--- config.mk ---
export PLATFORM = sky130hd
export DESIGN_NAME = q24_cell
export DESIGN_NICKNAME = d
export VERILOG_FILES = /design/src/rtl/q24_pkg.sv /design/src/rtl/q24_cell.sv
export SDC_FILE = /design/constraint.sdc
export NUM_CORES = 1
export LEC_CHECK = 0
export BUFFER_PORTS_ARGS = -buffer_cell sky130_fd_sc_hd__buf_4
export CAP_MARGIN = 0
export CORE_ASPECT_RATIO = 0.9
export CORE_MARGIN = 2
export CORE_UTILIZATION = 30
export CTS_BUF_LIST = sky130_fd_sc_hd__clkbuf_4 sky130_fd_sc_hd__clkbuf_8
export CTS_CLUSTER_DIAMETER = 40
export DETAILED_ROUTE_END_ITERATION = 8
export GPL_ROUTABILITY_DRIVEN = 0
export GPL_TIMING_DRIVEN = 0
export PLACE_DENSITY = 0.66
export SETUP_SLACK_MARGIN = 0.2
export SLEW_MARGIN = 10
export SYNTH_ARGS = -nofsm -noshare
export SYNTH_HDL_FRONTEND = slang
export SYNTH_SLANG_ARGS = --single-unit
--- constraint.sdc ---
create_clock -name clk -period 15.3 [get_ports clk]
set_input_delay 3.06 -clock clk [delete_from_list [all_inputs] [get_ports clk]]
set_output_delay 3.06 -clock clk [all_outputs]
set_load 0.005 [all_outputs]
--- src/rtl/q24_pkg.sv ---
package q24_pkg;

  localparam int WordWidth = 32;
  localparam int FracBits = 8;
  localparam int NumWidth = WordWidth + FracBits;
  localparam int DivCells = NumWidth;

  localparam logic [3:0] OpAdd = 4'd0;
  localparam logic [3:0] OpSub = 4'd1;
  localparam logic [3:0] OpMul = 4'd2;
  localparam logic [3:0] OpDiv = 4'd3;
  localparam logic [3:0] OpGt = 4'd4;
  localparam logic [3:0] OpLt = 4'd5;
  localparam logic [3:0] OpGe = 4'd6;
  localparam logic [3:0] OpLe = 4'd7;
  localparam logic [3:0] OpEq = 4'd8;
  localparam logic [3:0] OpNe = 4'd9;
  localparam logic [3:0] OpMin = 4'd10;
  localparam logic [3:0] OpMax = 4'd11;
  localparam logic [3:0] OpInc = 4'd12;
  localparam logic [3:0] OpDec = 4'd13;
  localparam logic [3:0] OpFromInt = 4'd14;
  localparam logic [3:0] OpToInt = 4'd15;

  typedef struct packed {
    logic [WordWidth-1:0] res;
    logic cmp;
    logic dz;
    logic is_mul;
    logic is_div;
    logic neg;
  } side_t;

  typedef struct packed {
    logic valid;
    side_t side;
    logic [NumWidth-1:0] rem;
    logic [NumWidth-1:0] num;
    logic [WordWidth-1:0] den;
    logic [2*WordWidth-1:0] prod;
  } lane_t;

endpackage

--- src/rtl/q24_cell.sv ---
module q24_cell (
  input  logic clk,
  input  logic rst,
  input  logic stall,
  input  q24_pkg::lane_t lane_in,
  output q24_pkg::lane_t lane_out
);

  logic [q24_pkg::NumWidth:0] trial;
  logic [q24_pkg::NumWidth:0] shifted;
  q24_pkg::lane_t lane_next;

  always_comb begin
    lane_next = lane_in;
    shifted = {lane_in.rem, lane_in.num[q24_pkg::NumWidth-1]};
    trial = shifted - {{(q24_pkg::NumWidth-q24_pkg::WordWidth+1){1'b0}}, lane_in.den};
    lane_next.num = {lane_in.num[q24_pkg::NumWidth-2:0], 1'b0};
    if (!trial[q24_pkg::NumWidth]) begin
      lane_next.rem = trial[q24_pkg::NumWidth-1:0];
      lane_next.num[0] = 1'b1;
    end else begin
      lane_next.rem = shifted[q24_pkg::NumWidth-1:0];
    end
  end

  always_ff @(posedge clk) begin
    if (rst) begin
      lane_out.valid <= 1'b0;
    end else if (!stall) begin
      lane_out <= lane_next;
    end
  end

endmodule

== Word level (Yosys, flattened, before mapping) ==
Index checks and enable logic that the tools add are counted.

* Logic and storage cells: 17
* Flip-flop bits (word level): 214
* Bits of input ports: 217

* Bitwise operators: 2
* Reduce and logical (&&, ||, !) cells: 1
* Multiplexer cells: 2
* Add/subtract/negate cells: 1

{| class="wikitable"
|+ Operator list
! kind !! number
|-
| subtractor 41 x 32 -> 41 bit || 1
|-
| 2-to-1 mux 40 bit || 1
|-
| inverter 1 bit || 2
|-
| AND reduction 2 bit || 1
|-
| 2-to-1 mux 1 bit || 1
|}

== Longest topological paths before layout ==
Gate-level depths: netlist of the first run.

* Depth in word-level cells: 2
* Depth in mapped cells: 15

== Worst setup path before layout of the first run ==
OpenSTA, ideal clock, no wires.

* Kind: input port to flip-flop
* Start point: input rst
* End point: register lane_out[0] in the netlist's numbering, enable pin
* Cell stages on the path: 1
* Path buffers: 0
* Setup slack: 2.609 ns
* Data arrival time: 11.899 ns
* Cells stage by stage: nor2_1

* Cells in the longest elaborated chain, start to end: 2

{| class="wikitable"
|+ Ends and longest elaborated chain
! what !! line !! text
|-
| from (decl) || q24_cell.sv:3 || <nowiki>input logic rst,</nowiki>
|-
| inverter 1 bit (no line) || - ||
|-
| AND reduction 2 bit (no line) || - ||
|-
| to (signal assigned) || q24_cell.sv:30 || <nowiki>lane_out <= lane_next;</nowiki>
|-
| to (decl) || q24_cell.sv:6 || <nowiki>output q24_pkg::lane_t lane_out</nowiki>
|}

No other way between the ends.
A chain may end at the register's enable or synchronous reset.

==> flow_metrics.env, run 1 <==
export IMPL_status="completed"
export IMPL_cp_required_ns=15.53
export IMPL_top_register="lane_out"
export IMPL_root_buffer="clkbuf_8"
export IMPL_use_met3=0.0668
export IMPL_fin_skew_ns=0
export IMPL_critPathArrivalTime_ns=6.07
export IMPL_cp_end_kind="register"
export IMPL_max_freq_mhz=171
export IMPL_insertion_delay_ns=0.52
export IMPL_path_class="in -> reg"
export IMPL_grt_max_degree=30
export IMPL_drtPass1Iterations=4
export IMPL_numPortBuffers=429
export IMPL_post_route_cell_area_sq_mm=0.0137
export IMPL_antenna_cells=0
export IMPL_holdPathStages=2
export IMPL_finalCritPeriodShare=0.382
export IMPL_hold_viol=0
export IMPL_maxSlewViolCount=0
export IMPL_final_common_cell="buf_4"
export IMPL_ioPinCount=431
export IMPL_path_clk_slew_ns=0.06
export IMPL_syn_nets=862
export IMPL_reg_top3="lane_out (214)"
export IMPL_maxSlewHeadroom=0.569
export IMPL_rsz0062_at_grt="no"
export IMPL_ff2ff_path_depth=2
export IMPL_dp_cells=1452
export IMPL_die_w_um=187
export IMPL_hold_buffers=0
export IMPL_antenna_found_initial=4
export IMPL_utilization=0.461
export IMPL_clock_sinks=214
export IMPL_overflow=0
export IMPL_numCtsBuffers=40
export IMPL_yosys_cell_types_count=64
export IMPL_largest_reg_flops=214
export IMPL_cts_resized=0
export IMPL_viasPerCell=4.67
export IMPL_initial_core_util=0.304
export IMPL_layout_cells_non_filler=1522
export IMPL_htree_levels=2
export IMPL_grtUsageMet2=0.327
export IMPL_synth_avg_cell_area_sq_um=14.8
export IMPL_die_area_sq_mm=0.0316
export IMPL_drive_above_1_share=0.476
export IMPL_p_leak_nw=5.82
export IMPL_core_region_area_sq_mm=0.0298
export IMPL_yosys_area_top_type="edfxtp_1"
export IMPL_ys_warn_count=0
export IMPL_ys_async_sr_fraction=0
export IMPL_cts_buffer_depth=3
export IMPL_n_fill_cell=2741
export IMPL_hp_class="reg -> reg"
export IMPL_max_slew_worst_pin_slew_ns=0.646
export IMPL_grtUsageMet1=0.221
export IMPL_vdd_drop_max_uv=49.2
export IMPL_synth_seq_cells=214
export IMPL_final_cell_mix="430 x buf_4, 213 x edfxtp_1, 50 x nand2_1, 41 x inv_1, 41 x clkbuf_8"
export IMPL_synthFlopType="edfxtp_1"
export IMPL_die_h_um=169
export IMPL_grt_busiest_layer="met2"
export IMPL_grt_pass1_wl_mm=44.5
export IMPL_rows=60
export IMPL_synth_top_area_frac=0.706
export IMPL_setup_violations=0
export IMPL_num_vias=7105
export IMPL_grt_use_total=0.189
export IMPL_grt_pass1_vias=7239
export IMPL_post_cts_setup_buffer_count=0
export IMPL_drc=0
export IMPL_ant_nets=0
export IMPL_nNetsFinal=1341
export IMPL_setup_worst_path_start_class="primary input"
export IMPL_ys_top_cells_by_area="edfxtp_1 71%, ha_1 4.4%, nand2_1 2.1%, xnor2_1 2.0%, a21oi_1 1.8%"
export IMPL_worstPathMaxFanout=10
export IMPL_syn_inst=612
export IMPL_netlist_area_sq_mm=0.00906
export IMPL_drt_iter0_markers=493
export IMPL_period_minus_slack_ns=5.85
export IMPL_wl_per_cell_um=20.7
export IMPL_p_total_mw=1.49
export IMPL_power_density_mw_per_mm2=109
export IMPL_placed_area_sq_mm=0.0130
export IMPL_maxCapViolCount=0
export IMPL_ys_seq_area_frac=0.708
export IMPL_area_growth_pct=51.7
export IMPL_dp_hpwl_mm=24.6
export IMPL_drt_total_wl_mm=31.4
export IMPL_synth_edff_count=213
export IMPL_tritoncts="yes"
-- path summary, 6_finish.rpt --
check / start / endpoint / slack (ns)
setup reg to reg: lane_out[213] / lane_out[213] / 14.71
hold reg to reg: lane_out[213] / lane_out[213] / 0.50
hold / removal: lane_out[213] / lane_out[213] / 0.50
setup / recovery: lane_in[135] / lane_out[152] / 9.45
-- per-layer routing --
metal	vias up	routed length (um)
met5	-	38
met4	6	803
met3	60	2920
met2	309	15800
met1	3447	11900
li1	3283	-
-- logic make-up (layout without fill, tap and decap cells) --
group | count (synthesis) | count (layout) | synth area share
flops | 214 | 214 | 0.708
buf+inv | 61 | 568 | 0.0296
xor+xnor | 35 | 35 | 0.0347
compound gates | 140 | 140 | 0.102
mux | 10 | 10 | 0.0152
fa+ha+maj | 33 | 33 | 0.0464
simple gates | 119 | 119 | 0.0637
-- power breakdown --
group          switching [mW]  internal, mW  total, mW  leakage (nW)
clock network           0.249         0.292      0.541         0.408
registers              0.0123         0.695      0.707          2.00
logic                   0.117         0.129      0.246          3.41
total                   0.378          1.12       1.49          5.82
-- critical path: stages --
cell and delay [ns]:
buf_4 0.11, inv_1 0.04, ha_1 0.15, inv_1 0.06
fa_1 0.43, a211oi_2 0.32, nor3_1 0.16, o211ai_1 0.42
nand4_2 0.22, a21oi_2 0.21, xnor2_2 0.14, clkbuf_1 0.52
o21ai_0 0.22
-- Yosys cell counts (all sizes together) (6+ instances only) --
cell type  instances
mux2               9
a211oi             9
ha                32
nor2              20
a21oi             37
edfxtp           213
buf               12
o21ai             39
a21o              14
nand3              7
nand2             50
clkbuf             7
xor2              13
nor3               8
xnor2             22
inv               42
and3               6
nand4             11
-- metrics by stage --
| stage | setup TNS [ns] | setup WS, ns | hold WS, ns |
|---|---|---|---|
| floorplan | 0 | 2.61 | 0.488 |
| global placement | -354.73 | -1.69 | 0.487 |
| detailed placement | 0 | 8.83 | 0.494 |
| CTS | 0 | 9.39 | 0.508 |
| global route | 0 | 9.32 | 0.556 |
| finish | 0 | 9.45 | 0.504 |
-- cell type report --
| class | instances | area [sq um] | area share |
|---|---|---|---|
| clock inverters | 20 | 140 | 0.0102 |
| plain buffers | 19 | 108 | 0.00783 |
| flip-flops and latches | 214 | 6420 | 0.467 |
| inverters | 42 | 160 | 0.0117 |
| repair buffers | 437 | 3400 | 0.247 |
| clock buffers | 50 | 632 | 0.0460 |
| multi-input cells | 337 | 2380 | 0.173 |
| well taps | 403 | 504 | 0.0367 |
Note: power is estimated with default switching activity, not from simulation.
==> inputs of run 2 (changes only) <==
- clock period: 15.3 -> 5.8 ns (I/O delays scaled with it)
==> flow_metrics.env, run 2 (synthesis gave the netlist of run 1 again) <==
export IMPL_die_w_um=187
export IMPL_core_region_area_sq_mm=0.0298
export IMPL_seqPwrFrac=0.477
export IMPL_critPathArrivalTime_ns=4.21
export IMPL_die_area_sq_mm=0.0316
export IMPL_setup_tns_ns=0
export IMPL_p_sw_uw=979
export IMPL_maxSlewHeadroom=0.399
export IMPL_antenna_found_initial=4
export IMPL_numPortBuffers=429
export IMPL_vdd_drop_max_uv=168
export IMPL_numCtsBuffers=38
export IMPL_antenna_cells=0
export IMPL_num_vias=7082
export IMPL_placed_area_sq_mm=0.0129
export IMPL_area_growth_pct=51.2
export IMPL_power_density_mw_per_mm2=285
export IMPL_clock_sinks=214
export IMPL_grt_use_total=0.191
export IMPL_ff2ff_path_depth=2
export IMPL_utilization=0.459
export IMPL_cp_required_ns=6.04
export IMPL_switching_share=0.250
export IMPL_holdPathStages=2
export IMPL_p_leak_nw=5.80
export IMPL_ioPinCount=431
export IMPL_grt_max_degree=33
export IMPL_multi_input_area_sq_mm=0.00238
export IMPL_status="completed"
export IMPL_n_fill_cell=2747
export IMPL_hold_buffers=0
export IMPL_cts_buffer_depth=3
export IMPL_setup_violations=0
export IMPL_fin_skew_ns=0
export IMPL_layout_cells_non_filler=1520
export IMPL_place_ws_ns=1.14
export IMPL_post_cts_setup_buffer_count=0
export IMPL_regArea_sq_mm=0.00642
export IMPL_drt_iter0_markers=483
export IMPL_rsz0062_at_grt="no"
export IMPL_drtPass1Iterations=4
export IMPL_cts_resized=0
export IMPL_post_route_cell_area_sq_mm=0.0137
export IMPL_insertion_delay_ns=0.54
export IMPL_ant_nets=0
export IMPL_setup_worst_path_start_class="primary input"
export IMPL_period_minus_slack_ns=3.96
export IMPL_rows=60
export IMPL_path_class="in -> reg"
export IMPL_htree_levels=2
export IMPL_grt_pass1_vias=7017
export IMPL_combPwrFrac=0.166
export IMPL_clkPwrFrac=0.357
export IMPL_fin_hold_ws_ns=0.554
export IMPL_worstPathMaxFanout=10
export IMPL_hold_viol=0
export IMPL_tritoncts="yes"
export IMPL_dp_hpwl_mm=24.8
export IMPL_nNetsFinal=1338
export IMPL_viasPerCell=4.66
export IMPL_path_clk_slew_ns=0.06
export IMPL_cell_internal_pwr_mw=2.93
export IMPL_cp_end_kind="register"
export IMPL_max_slew_worst_pin_slew_ns=0.899
export IMPL_root_buffer="clkbuf_8"
export IMPL_final_cell_mix="430 x buf_4, 213 x edfxtp_1, 50 x nand2_1, 41 x inv_1, 39 x clkbuf_8"
export IMPL_layout_setup_ws_ns=1.84
export IMPL_max_freq_mhz=252
export IMPL_drt_total_wl_mm=31.4
export IMPL_reg_top3="lane_out (214)"
export IMPL_top_register="lane_out"
export IMPL_dp_cells=1451
export IMPL_final_common_cell="buf_4"
export IMPL_grt_pass1_wl_mm=44.5
export IMPL_wl_per_cell_um=20.6
export IMPL_hp_class="reg -> reg"
export IMPL_initial_core_util=0.304
export IMPL_largest_reg_flops=214
export IMPL_drc=0
export IMPL_die_h_um=169
export IMPL_maxSlewViolCount=0
export IMPL_drive_above_1_share=0.477
export IMPL_maxCapViolCount=0
export IMPL_overflow=0
export IMPL_p_total_mw=3.91
export IMPL_finalCritPeriodShare=0.684
-- run 2: changes by cell type in the layout (fill, tap and decap cells not counted), sizes merged --
cell	previous run	this run
buf	449	448
clkbuf	57	58
clkinv	17	13
clkinvlp	0	1
inv	44	45
-- run 2: cell type report --
type	instances	share of cell area
flip-flops and latches	214	0.469
repair buffers	436	0.246
multi-input cells	337	0.174
clock buffers	51	0.0458
well taps	403	0.0368
inverters	42	0.0117
clock inverters	18	0.00932
plain buffers	19	0.00786
-- run 2: worst paths after layout --
| kind | to | slack, ns | startpoint |
|---|---|---|---|
| min | lane_out[213] | 0.55 | lane_out[213] |
| max | lane_out[152] | 1.84 | lane_in[135] |
| max reg2reg | lane_out[213] | 5.16 | lane_out[213] |
| min reg2reg | lane_out[213] | 0.55 | lane_out[213] |
-- run 2: metal layers --
metal / GRT usage / up-vias / routed length [um] / share of wire
li1: - / 3282 / - / -
met1: 0.220 / 3411 / 11800 / 0.38
met2: 0.331 / 339 / 15900 / 0.51
met3: 0.0688 / 42 / 2860 / 0.091
met4: 0.0600 / 8 / 707 / 0.023
met5: 0 / - / 50 / 0.0016
-- run 2: critical path: stages --
cell and delay [ns]:
buf_4 0.11, inv_1 0.05, ha_1 0.15, inv_1 0.05, fa_1 0.43, a211oi_2 0.36
nor3_1 0.16, o211ai_1 0.37, nand4_2 0.21, a21oi_2 0.21, xnor2_2 0.14, clkbuf_1 0.56
o21ai_0 0.22
-- run 2: power by group through the flow --
stage	combinational (mW)	clock, mW	sequential, mW
2_1_floorplan	0.246	0	1.91
6_report	0.650	1.40	1.86
4_1_cts	0.657	1.45	1.86
3_5_place_dp	0.654	0	1.89
3_3_place_gp	0.632	0	1.90
5_1_grt	0.702	1.51	1.87
